**src/sv/nmde_pkg.sv**
```systemverilog
// Shared types and constants for the max-difference 3x3 edge filter.
// Used by the top level, nmde_window and nmde_out_fifo; depends on nothing.
package nmde_pkg;

    localparam int PIX_W = 8;
    localparam int CFG_W = 11;
    localparam int WIN_N = 9;

    // Output queue: deep enough to cover the read stage plus one word in flight
    localparam int OUTQ_DEPTH = 4;
    localparam int OUTQ_AW    = $clog2(OUTQ_DEPTH);
    localparam int OUTQ_CW    = $clog2(OUTQ_DEPTH + 1);

    localparam logic OP_PIXEL = 1'b0;
    localparam logic OP_DRAIN = 1'b1;

    typedef struct packed {
        logic             present;
        logic [PIX_W-1:0] value;
    } pix_t;

    localparam pix_t PIX_ABSENT = '0;

    // 3x3 neighbourhood, oldest row first, entry 4 is the centre
    typedef struct packed {
        pix_t [WIN_N-1:0] nb;
        logic             left_ok;
        logic             right_ok;
    } win_t;

endpackage

```
**src/sv/nmde_window.sv**
```systemverilog
// Max absolute difference of the centre to the present 3x3 neighbours.
// Depends on nmde_pkg for the window and pixel types.
module nmde_window (
    input  nmde_pkg::win_t                win,
    output logic [nmde_pkg::PIX_W-1:0]    edge_value,
    output logic                          centre_present
);

    import nmde_pkg::*;

    logic [PIX_W-1:0] diff [WIN_N];
    logic [PIX_W-1:0] lvl1 [4];
    logic [PIX_W-1:0] lvl2 [2];

    function automatic logic [PIX_W-1:0] pick_max(input logic [PIX_W-1:0] x,
                                                  input logic [PIX_W-1:0] y);
        return (x > y) ? x : y;
    endfunction

    always_comb
    begin
        logic [PIX_W-1:0] a;
        logic [PIX_W-1:0] b;
        logic             use_nb;

        b = win.nb[4].value;
        for (int i = 0; i < WIN_N; i++)
        begin
            a = win.nb[i].value;
            // left column needs a left neighbor, right column a right one
            if (i == 4)
                use_nb = 1'b0;
            else if ((i % 3) == 0)
                use_nb = win.left_ok;
            else if ((i % 3) == 2)
                use_nb = win.right_ok;
            else
                use_nb = 1'b1;
            // absent or unused neighbors count as zero
            if (use_nb && win.nb[i].present)
                diff[i] = (a >= b) ? (a - b) : (b - a);
            else
                diff[i] = '0;
        end
    end

    // balanced max over the eight neighbors
    assign lvl1[0] = pick_max(diff[0], diff[1]);
    assign lvl1[1] = pick_max(diff[2], diff[3]);
    assign lvl1[2] = pick_max(diff[5], diff[6]);
    assign lvl1[3] = pick_max(diff[7], diff[8]);
    assign lvl2[0] = pick_max(lvl1[0], lvl1[1]);
    assign lvl2[1] = pick_max(lvl1[2], lvl1[3]);

    assign edge_value     = pick_max(lvl2[0], lvl2[1]);
    assign centre_present = win.nb[4].present;

endmodule

```
**config.mk**
```make
export PLATFORM = sky130hd
export DESIGN_NAME = nmde_window
export DESIGN_NICKNAME = d
export VERILOG_FILES = /design/src/sv/nmde_pkg.sv /design/src/sv/nmde_window.sv
export SDC_FILE = /design/constraint.sdc
export NUM_CORES = 1
export LEC_CHECK = 0
export BUFFER_PORTS_ARGS = -buffer_cell sky130_fd_sc_hd__buf_2
export CAP_MARGIN = 20
export CORE_UTILIZATION = 60
export DETAILED_ROUTE_END_ITERATION = 10
export PLACE_DENSITY = 0.92
export SLEW_MARGIN = 20
export SYNTH_ARGS = -nofsm -noshare
export SYNTH_HDL_FRONTEND = slang
export SYNTH_SLANG_ARGS = --single-unit
```
**constraint.sdc**
```tcl
create_clock -name vclk -period 13.2
set_input_delay 1.98 -clock vclk [all_inputs]
set_output_delay 1.98 -clock vclk [all_outputs]
set_load 0.02 [all_outputs]
```
==> run_results.csv <==
group,metric,value,unit
synthesis,ys_top_cells_by_area,"ha_1 28%, inv_1 7.1%, mux2i_1 6.4%",
synthesis,yosysUniqueCellTypes,74,
sta,relSlewSlack,0.6172,
status,status,"complete, no violations",
floorplanning,core_area,12160,sq um
hold_path,hold_depth,0,
grt,grt_pass1_wl,35830,um
critical_path,cp_data_arrival_time,10.68,ns
synthesis,synth_area,7553,sq um
critical_path,cp_max_fo,10,
sta,rsz0062_at_grt,"false",
route,vias,8205,
critical_path,path_delay_family,"compound AO/OA/AOI/OAI gates",
cells_and_area,clock_buffer_count,0,
placed_design,dp_hpwl,18380,um
critical_path,cp.depth,39,
floorplanning,initial_core_util,0.6211,
synthesis,synth_top_area_frac,0.2849,
critical_path,crit_type,"primary input to primary output",
cells_and_area,drive_above_1_share,0.1620,
power,p_leak,4.389,nW
sta,fin_crit_sh,0.9590,
synthesis,synth_fp_nets,1309,
grt,grt_pass1_vias,7622,
grt,grt_max_degree,17,
placed_design,numPortBuffers,90,
floorplanning,die_w,114.2,um
cells_and_area,seq_area,0,sq um
grt,grt_use_total,0.3392,
grt,antenna_found_initial,0,
cells_and_area,layout-area-overhead-vs-synth,10.83,%
power,powerDensity,130.1,nW/um^2
floorplanning,row_count,40,
critical_path,crit_path_start_kind,"primary input",
synthesis,seq_area_frac_synth,0,
cells_and_area,nNetsFinal,1409,
floorplanning,die_h,114.2,um
cells_and_area,n_antenna_cell,0,
cells_and_area,finish.utilization,0.6884,
placed_design,placed_cells,1295,
route,firstDrtPassIters,6,
grt,overflow,0,
floorplanning,ios,92,
sta,finalHoldViolations,0,
route,wl,22710,um
hold_path,min_path_type,"primary input to primary output",
run,drv_cap,0,
critical_path,slowest_stage,"nor3b_4",
cells_and_area,seq_cells,0,
critical_path,path_buf_inv,7,
critical_path,max_stage_delay,0.54,ns
cells_and_area,final_cells,1304,
sta,whs,3.960,ns
sta,worst_slew_pin_slew,0.5682,ns
critical_path,critPathRequiredTime,11.22,ns
sta,drv_slew,0,
synthesis,synth_cells,1038,
placed_design,gp_congestion,0.9829,
synthesis,syn_area_per_cell,7.277,sq um
sta,finalSetupViolCount,0,
route,viasPerCell,6.292,
cells_and_area,nFillCells,970,
sta,fmax,78.99,MHz
floorplanning,dieArea,13040,sq um
synthesis,synth_area_leader_cell,"ha_1",
synthesis,ys_warn_count,0,
route,drtIter0Drc,829,
route,wl_per_cell,17.41,um
route,drcViolationCount,0,
power,vdd_ir_drop_max,166.7,uV
route,ant_nets,0,
sta,post-route-min-period,12.66,ns
cells_and_area,multi_input_area,6967,sq um
critical_path,end_kind,"primary output",
-- power breakdown --
part	switching, W	internal, W
sequential	0	0
combinational	0.000648	0.000441
clock	0	0
total	0.000648	0.000441
-- through the flow --
step,instance area (sq um),total power [W],setup WS [ns],setup TNS [ns]
2_1_floorplan,7553,0.0007960,1.075,0
3_3_place_gp,8252,0.0009994,0.2167,0
3_5_place_dp,8252,0.001031,-0.04440,-0.1131
4_1_cts,8262,0.001039,0.1239,0
5_1_grt,8372,0.001184,0.02672,0
6_report,8372,0.001089,0.5409,0
-- cell families (layout without fill, tap and decap cells) --
family | after synthesis | count (layout) | synth area share
mux | 71 | 71 | 0.1014
simple gates | 304 | 304 | 0.2072
compound gates | 277 | 277 | 0.2385
xor+xnor | 35 | 35 | 0.04058
fa+ha+maj | 189 | 189 | 0.3288
buf+inv | 162 | 260 | 0.08348
-- cells in the mapped netlist, types with 4 or more instances --
cell type	count
clkbuf_1	12
or2_2	9
a31oi_1	9
a31o_2	9
a311oi_1	4
o221ai_1	7
a21o_1	25
ha_1	172
nand4_1	16
o31ai_1	4
a2111oi_0	5
nor3_1	6
nor3b_1	6
mux2_2	19
o21ai_1	6
o2111ai_1	4
xnor2_1	24
o21a_1	11
o21ai_0	63
inv_1	143
and3_1	8
nor2_1	53
a211oi_1	7
nand3_1	47
nand3b_1	6
and4_1	4
nand2_1	82
xor2_1	11
and2_1	12
mux2i_1	48
nand2b_1	17
o211ai_1	4
fa_1	16
a221o_1	4
a21oi_1	82
nor2b_1	23
-- final cells by class --
type,count,area share
Tap cell,168,0.02511
Timing Repair Buffer,116,0.07712
Inverter,144,0.06561
Multi-Input combinational cell,876,0.8322
-- timing repair --
| item | CTS | global route |
|---|---|---|
| hold buffers | 0 | 0 |
| endpoints found under the setup margin | 3 | 8 |
| gates resized for setup | 3 | 14 |
| buffers inserted | 0 | 9 |
-- per-layer routing --
metal  GRT usage  vias up  part of all wire
li1            -     3897                 -
met1      0.4417     3725              0.41
met2      0.5636      497              0.44
met3     0.03335       86             0.099
met4      0.1576        0             0.048
met5           0        -                 0
-- cells in the final DEF, fill, tap and decap left out, drive strengths merged, types with 24 or more instances in the layout --
| cell | Yosys | final |
|---|---|---|
| a21oi | 83 | 83 |
| mux2i | 50 | 50 |
| buf | 5 | 116 |
| nand3 | 47 | 47 |
| xnor2 | 24 | 24 |
| nor2 | 56 | 56 |
| nand2 | 83 | 83 |
| a21o | 25 | 25 |
| ha | 172 | 172 |
| inv | 143 | 141 |
| o21ai | 71 | 71 |
-- final timing paths --
kind,startpoint,end,slack [ns]
worst max-delay path,win[38],edge_value[5],0.54
worst min-delay path,win[46],centre_present,3.96
Note: power is estimated with default switching activity, not from simulation.
