===== config.mk =====
export PLATFORM = sky130hd
export DESIGN_NAME = nmde_out_fifo
export DESIGN_NICKNAME = d
export VERILOG_FILES = /design/src/sv/nmde_pkg.sv /design/src/sv/nmde_out_fifo.sv
export SDC_FILE = /design/constraint.sdc
export NUM_CORES = 1
export LEC_CHECK = 0
export ABC_AREA = 1
export ABC_CLOCK_PERIOD_IN_PS = 2400
export CELL_PAD_IN_SITES_DETAIL_PLACEMENT = 0
export CELL_PAD_IN_SITES_GLOBAL_PLACEMENT = 1
export CORE_ASPECT_RATIO = 1.75
export CORE_MARGIN = 4
export CORE_UTILIZATION = 30
export DETAILED_ROUTE_END_ITERATION = 8
export DONT_BUFFER_PORTS = 1
export PLACE_DENSITY = 0.59
export SETUP_SLACK_MARGIN = 0.1
export SYNTH_ARGS = -nofsm -noshare
export SYNTH_HDL_FRONTEND = slang
export SYNTH_SLANG_ARGS = --single-unit

===== constraint.sdc =====
create_clock -name clk -period 2.4 [get_ports clk]
set_clock_uncertainty 0.15 [all_clocks]
set_input_delay 0 -clock clk [delete_from_list [all_inputs] [get_ports clk]]
set_output_delay 0 -clock clk [all_outputs]
set_load 0.05 [all_outputs]

===== src/sv/nmde_pkg.sv =====
// Shared types and constants for the max-difference 3x3 edge filter.
// Used by the top level, nmde_window and nmde_out_fifo; depends on nothing.
package nmde_pkg;

    localparam int PIX_W = 8;
    localparam int CFG_W = 11;
    localparam int WIN_N = 9;

    // Output queue: deep enough to cover the read stage plus one word in flight
    localparam int OUTQ_DEPTH = 4;
    localparam int OUTQ_AW    = $clog2(OUTQ_DEPTH);
    localparam int OUTQ_CW    = $clog2(OUTQ_DEPTH + 1);

    localparam logic OP_PIXEL = 1'b0;
    localparam logic OP_DRAIN = 1'b1;

    typedef struct packed {
        logic             present;
        logic [PIX_W-1:0] value;
    } pix_t;

    localparam pix_t PIX_ABSENT = '0;

    // 3x3 neighbourhood, oldest row first, entry 4 is the centre
    typedef struct packed {
        pix_t [WIN_N-1:0] nb;
        logic             left_ok;
        logic             right_ok;
    } win_t;

endpackage


===== src/sv/nmde_out_fifo.sv =====
// Small result queue between the filter pipeline and the output channel.
// Depends on nmde_pkg for its depth and word width.
module nmde_out_fifo (
    input  logic                          clk,
    input  logic                          rst_n,
    input  logic                          push,
    input  logic [nmde_pkg::PIX_W-1:0]    wdata,
    output logic [nmde_pkg::OUTQ_CW-1:0]  count,
    output logic                          valid,
    input  logic                          stall,
    output logic [nmde_pkg::PIX_W-1:0]    rdata
);

    import nmde_pkg::*;

    logic [PIX_W-1:0]   mem_reg [OUTQ_DEPTH];
    logic [OUTQ_AW-1:0] rd_ptr_reg;
    logic [OUTQ_AW-1:0] wr_ptr_reg;
    logic [OUTQ_CW-1:0] cnt_reg;
    logic [OUTQ_CW-1:0] cnt_next;
    logic               pop;

    assign valid = (cnt_reg != '0);
    assign pop   = valid && !stall;
    assign rdata = mem_reg[rd_ptr_reg];
    assign count = cnt_reg;

    always_comb
    begin
        cnt_next = cnt_reg;
        if (push && !pop)
            cnt_next = cnt_reg + 1'b1;
        else if (pop && !push)
            cnt_next = cnt_reg - 1'b1;
    end

    always_ff @(posedge clk or negedge rst_n)
    begin
        if (!rst_n)
        begin
            rd_ptr_reg <= '0;
            wr_ptr_reg <= '0;
            cnt_reg    <= '0;
        end
        else
        begin
            if (push)
                wr_ptr_reg <= wr_ptr_reg + 1'b1;
            if (pop)
                rd_ptr_reg <= rd_ptr_reg + 1'b1;
            cnt_reg <= cnt_next;
        end
    end

    always_ff @(posedge clk)
    begin
        if (push)
            mem_reg[wr_ptr_reg] <= wdata;
    end

endmodule


==> impl_metrics.ini <==
[clocking]
clk_sinks = 39
cts_buffers = 5
cts_tree = yes
clkLatencyLatePin_ns = 0.28
ctsResizeCount = 0
buffers_inserted_by_post_cts_timing_repair = 0
h-tree-depth = 2
clk_pin_slew_worst_paths_ns = 0.08
cts_root_buf = sky130_fd_sc_hd__clkbuf_8
clockBufferDepth = 2
holdBufCountCts = 12

[placement]
io_buffer_count = 0
dp_hpwl_microns = 2240
detailedPlace.worstSlack_ns = 0.608
gp_congestion = 0.729

[setup_path]
cells_along_the_critical_path = inv_2, nand2_1, o211ai_1, nand2_1
worstPathMaxFanout = 34
nature_of_the_critical_path_startpoint = flop
critPathMaxStageDelay_ns = 0.40
timing.critical_path.arrival_ns = 1.72
path_class = reg2out
cp-end-kind = primary output
cp_slowest_cell = sky130_fd_sc_hd__dfrtp_1
cp_common_cell = sky130_fd_sc_hd__nand2_1
worstPathRequired_ns = 2.25

[routing]
detailed_route_wire_length_per_cell_microns = 12.6
ant_nets = 0
drt-vias-per-instance = 4.32
via_count = 1045
drt_iter0_drc = 29
drtPass1Iterations = 4
drt_wl_total_microns = 3050
post-route-drc-count = 0

[cells_and_area]
fillers = 548
largest_register_ffs = 32
post_route_cells_drive_above_1_share = 0.0904
most-common-layout-cells = 42 x sky130_fd_sc_hd__nand2_1, 32 x sky130_fd_sc_hd__edfxtp_1, 27 x sky130_fd_sc_hd__inv_1
mostFrequentLayoutCell = sky130_fd_sc_hd__nand2_1
area.sequential_sq_um = 1140
nNetsFinal = 183
final_antenna_diode_count = 0
area_taken_by_multi_input_logic_gates_sq_um = 418
syn2layout_area_growth_pct = 18.6

[sta]
final.hold.worst_slack_ns = -0.0117
final_max_slew_viol_count = 0
setup_violations = 0
grt_setup_unrepaired = false
timing.setup.tns_ns = 0
fmax_ghz = 0.536
fin_crit_sh = 0.778
timing.max_slew.rel_slack = 0.647
min_period_ns = 1.87
hold_viol_final = 21
tightest_slew_ns = 0.528
least_setup_slack_across_all_paths_after_layout_ns = 0.534

[die]
initial_core_util = 0.308
core_area_sq_um = 5540
fp.dieArea_sq_um = 7000
rows = 36
die_h_microns = 108
dieWidth_microns = 65.0
pin_count = 24

[grt]
grt.overflow.total = 0
global_route.usage.total = 0.0991
first_global_vias = 1102
grt_first_pass_wirelength_microns = 5150
grt_start_max_net_pins = 35
antenna_found_initial = 0

[status]
failed_checks = negative hold slack
status = complete, but fails checks

[synthesis]
syn-mean-instance-area_sq_um = 11.6
synth_cells = 147
summed_instance_area_of_the_synthesized_netlist_sq_um = 1700
register_bit_count_reported_by_yosys = 39
syn-num-nets = 165
register_area_share_after_synthesis = 0.667
synth.distinct_cells = 17
warning_count_from_the_yosys_run = 0

[power]
leakagePower_nw = 0.866
vdd_drop_max_mv = 0.711
power_density_nw_per_um2 = 1340

[flow_run]
maxCapViolations = 0

[min_path]
holdCritPathClass = in2reg
==> cells in the mapped netlist, drive strengths merged <==
| library cell | count | area share |
|---|---|---|
| dfrtp | 7 | 0.10 |
| o211ai | 16 | 0.070 |
| xnor2 | 1 | 0.0051 |
| ha | 5 | 0.037 |
| inv | 29 | 0.064 |
| xor2 | 1 | 0.0051 |
| nand2 | 43 | 0.095 |
| edfxtp | 32 | 0.56 |
| nand4 | 1 | 0.0037 |
| clkbuf | 1 | 0.0029 |
| o21ai | 1 | 0.0029 |
| nand3 | 3 | 0.0088 |
| fa | 1 | 0.012 |
| nor2 | 2 | 0.0044 |
| buf | 4 | 0.023 |
==> where the power goes <==
part / internal (W) / switching, W
sequential: 0.000907 / 0.0000910
clock: 0.000309 / 0.000217
combinational: 0.000252 / 0.000928
==> path summary, 6_finish.rpt <==
path                                      startpoint                        end  slack (ns)  depth (start not counted)
min                                             push    mem_reg[3][0]$_DFFE_PP_       -0.01                          2
max                        rd_ptr_reg[0]$_DFFE_PN0P_                   rdata[6]        0.53                          4
min reg2reg                rd_ptr_reg[0]$_DFFE_PN0P_  rd_ptr_reg[0]$_DFFE_PN0P_        0.35                          2
max reg2reg                     count[0]$_DFFE_PN0P_       count[2]$_DFFE_PN0P_        0.58                         10
max in group asynchronous                      rst_n  rd_ptr_reg[0]$_DFFE_PN0P_        1.42                          2
min in group asynchronous                      rst_n  rd_ptr_reg[1]$_DFFE_PN0P_        0.43                          2
==> metrics by stage <==
| step | cells | area, sq um | total power (W) | utilization | hold WS (ns) |
|---|---|---|---|---|---|
| final | 242 | 2020 | 0.00270 | 0.365 | -0.0117 |
| after global routing | 242 | 2020 | 0.00289 | 0.365 | 0.00314 |
| after CTS | 242 | 2020 | 0.00275 | 0.365 | 0.00203 |
| after detailed placement | 222 | 1790 | 0.00219 | 0.323 | -0.445 |
| after global placement | 222 | 1790 | 0.00215 | 0.323 | -0.445 |
| after floorplan | 147 | 1710 | 0.00201 | - | -0.446 |
==> cell type report <==
class                      instances  area share
clock buffer                       5      0.0341
multi-input combinational         74       0.207
tap                               76      0.0471
sequential                        39       0.562
clock inverter                     3      0.0217
inverter                          29      0.0539
timing repair buffer              16      0.0743
==> cell families after synthesis <==
| kind of cell | synth area share |
|---|---|
| buffers and inverters | 0.0896 |
| AOI/OAI and AO/OA | 0.0734 |
| and+or+nand+nor | 0.112 |
| DFF | 0.667 |
| xor gates and xnor gates | 0.0103 |
| adders and majority gates | 0.0485 |
==> routing by layer <==
metal  vias up  share of wire  GRT usage
met5         -              0          0
met4         0          0.015     0.0545
met3         4          0.046     0.0313
met2        22           0.57      0.185
met1       503           0.36     0.0921
li1        516              -          -
==> critical path, delay by kind of cell (launching register included) <==
kind,cells,cell delay [ns]
buffers and inverters,1,0.40
DFF,1,0.40
AOI/OAI and AO/OA,1,0.13
and+or+nand+nor,2,0.49
(Power assumes the default switching activity.)
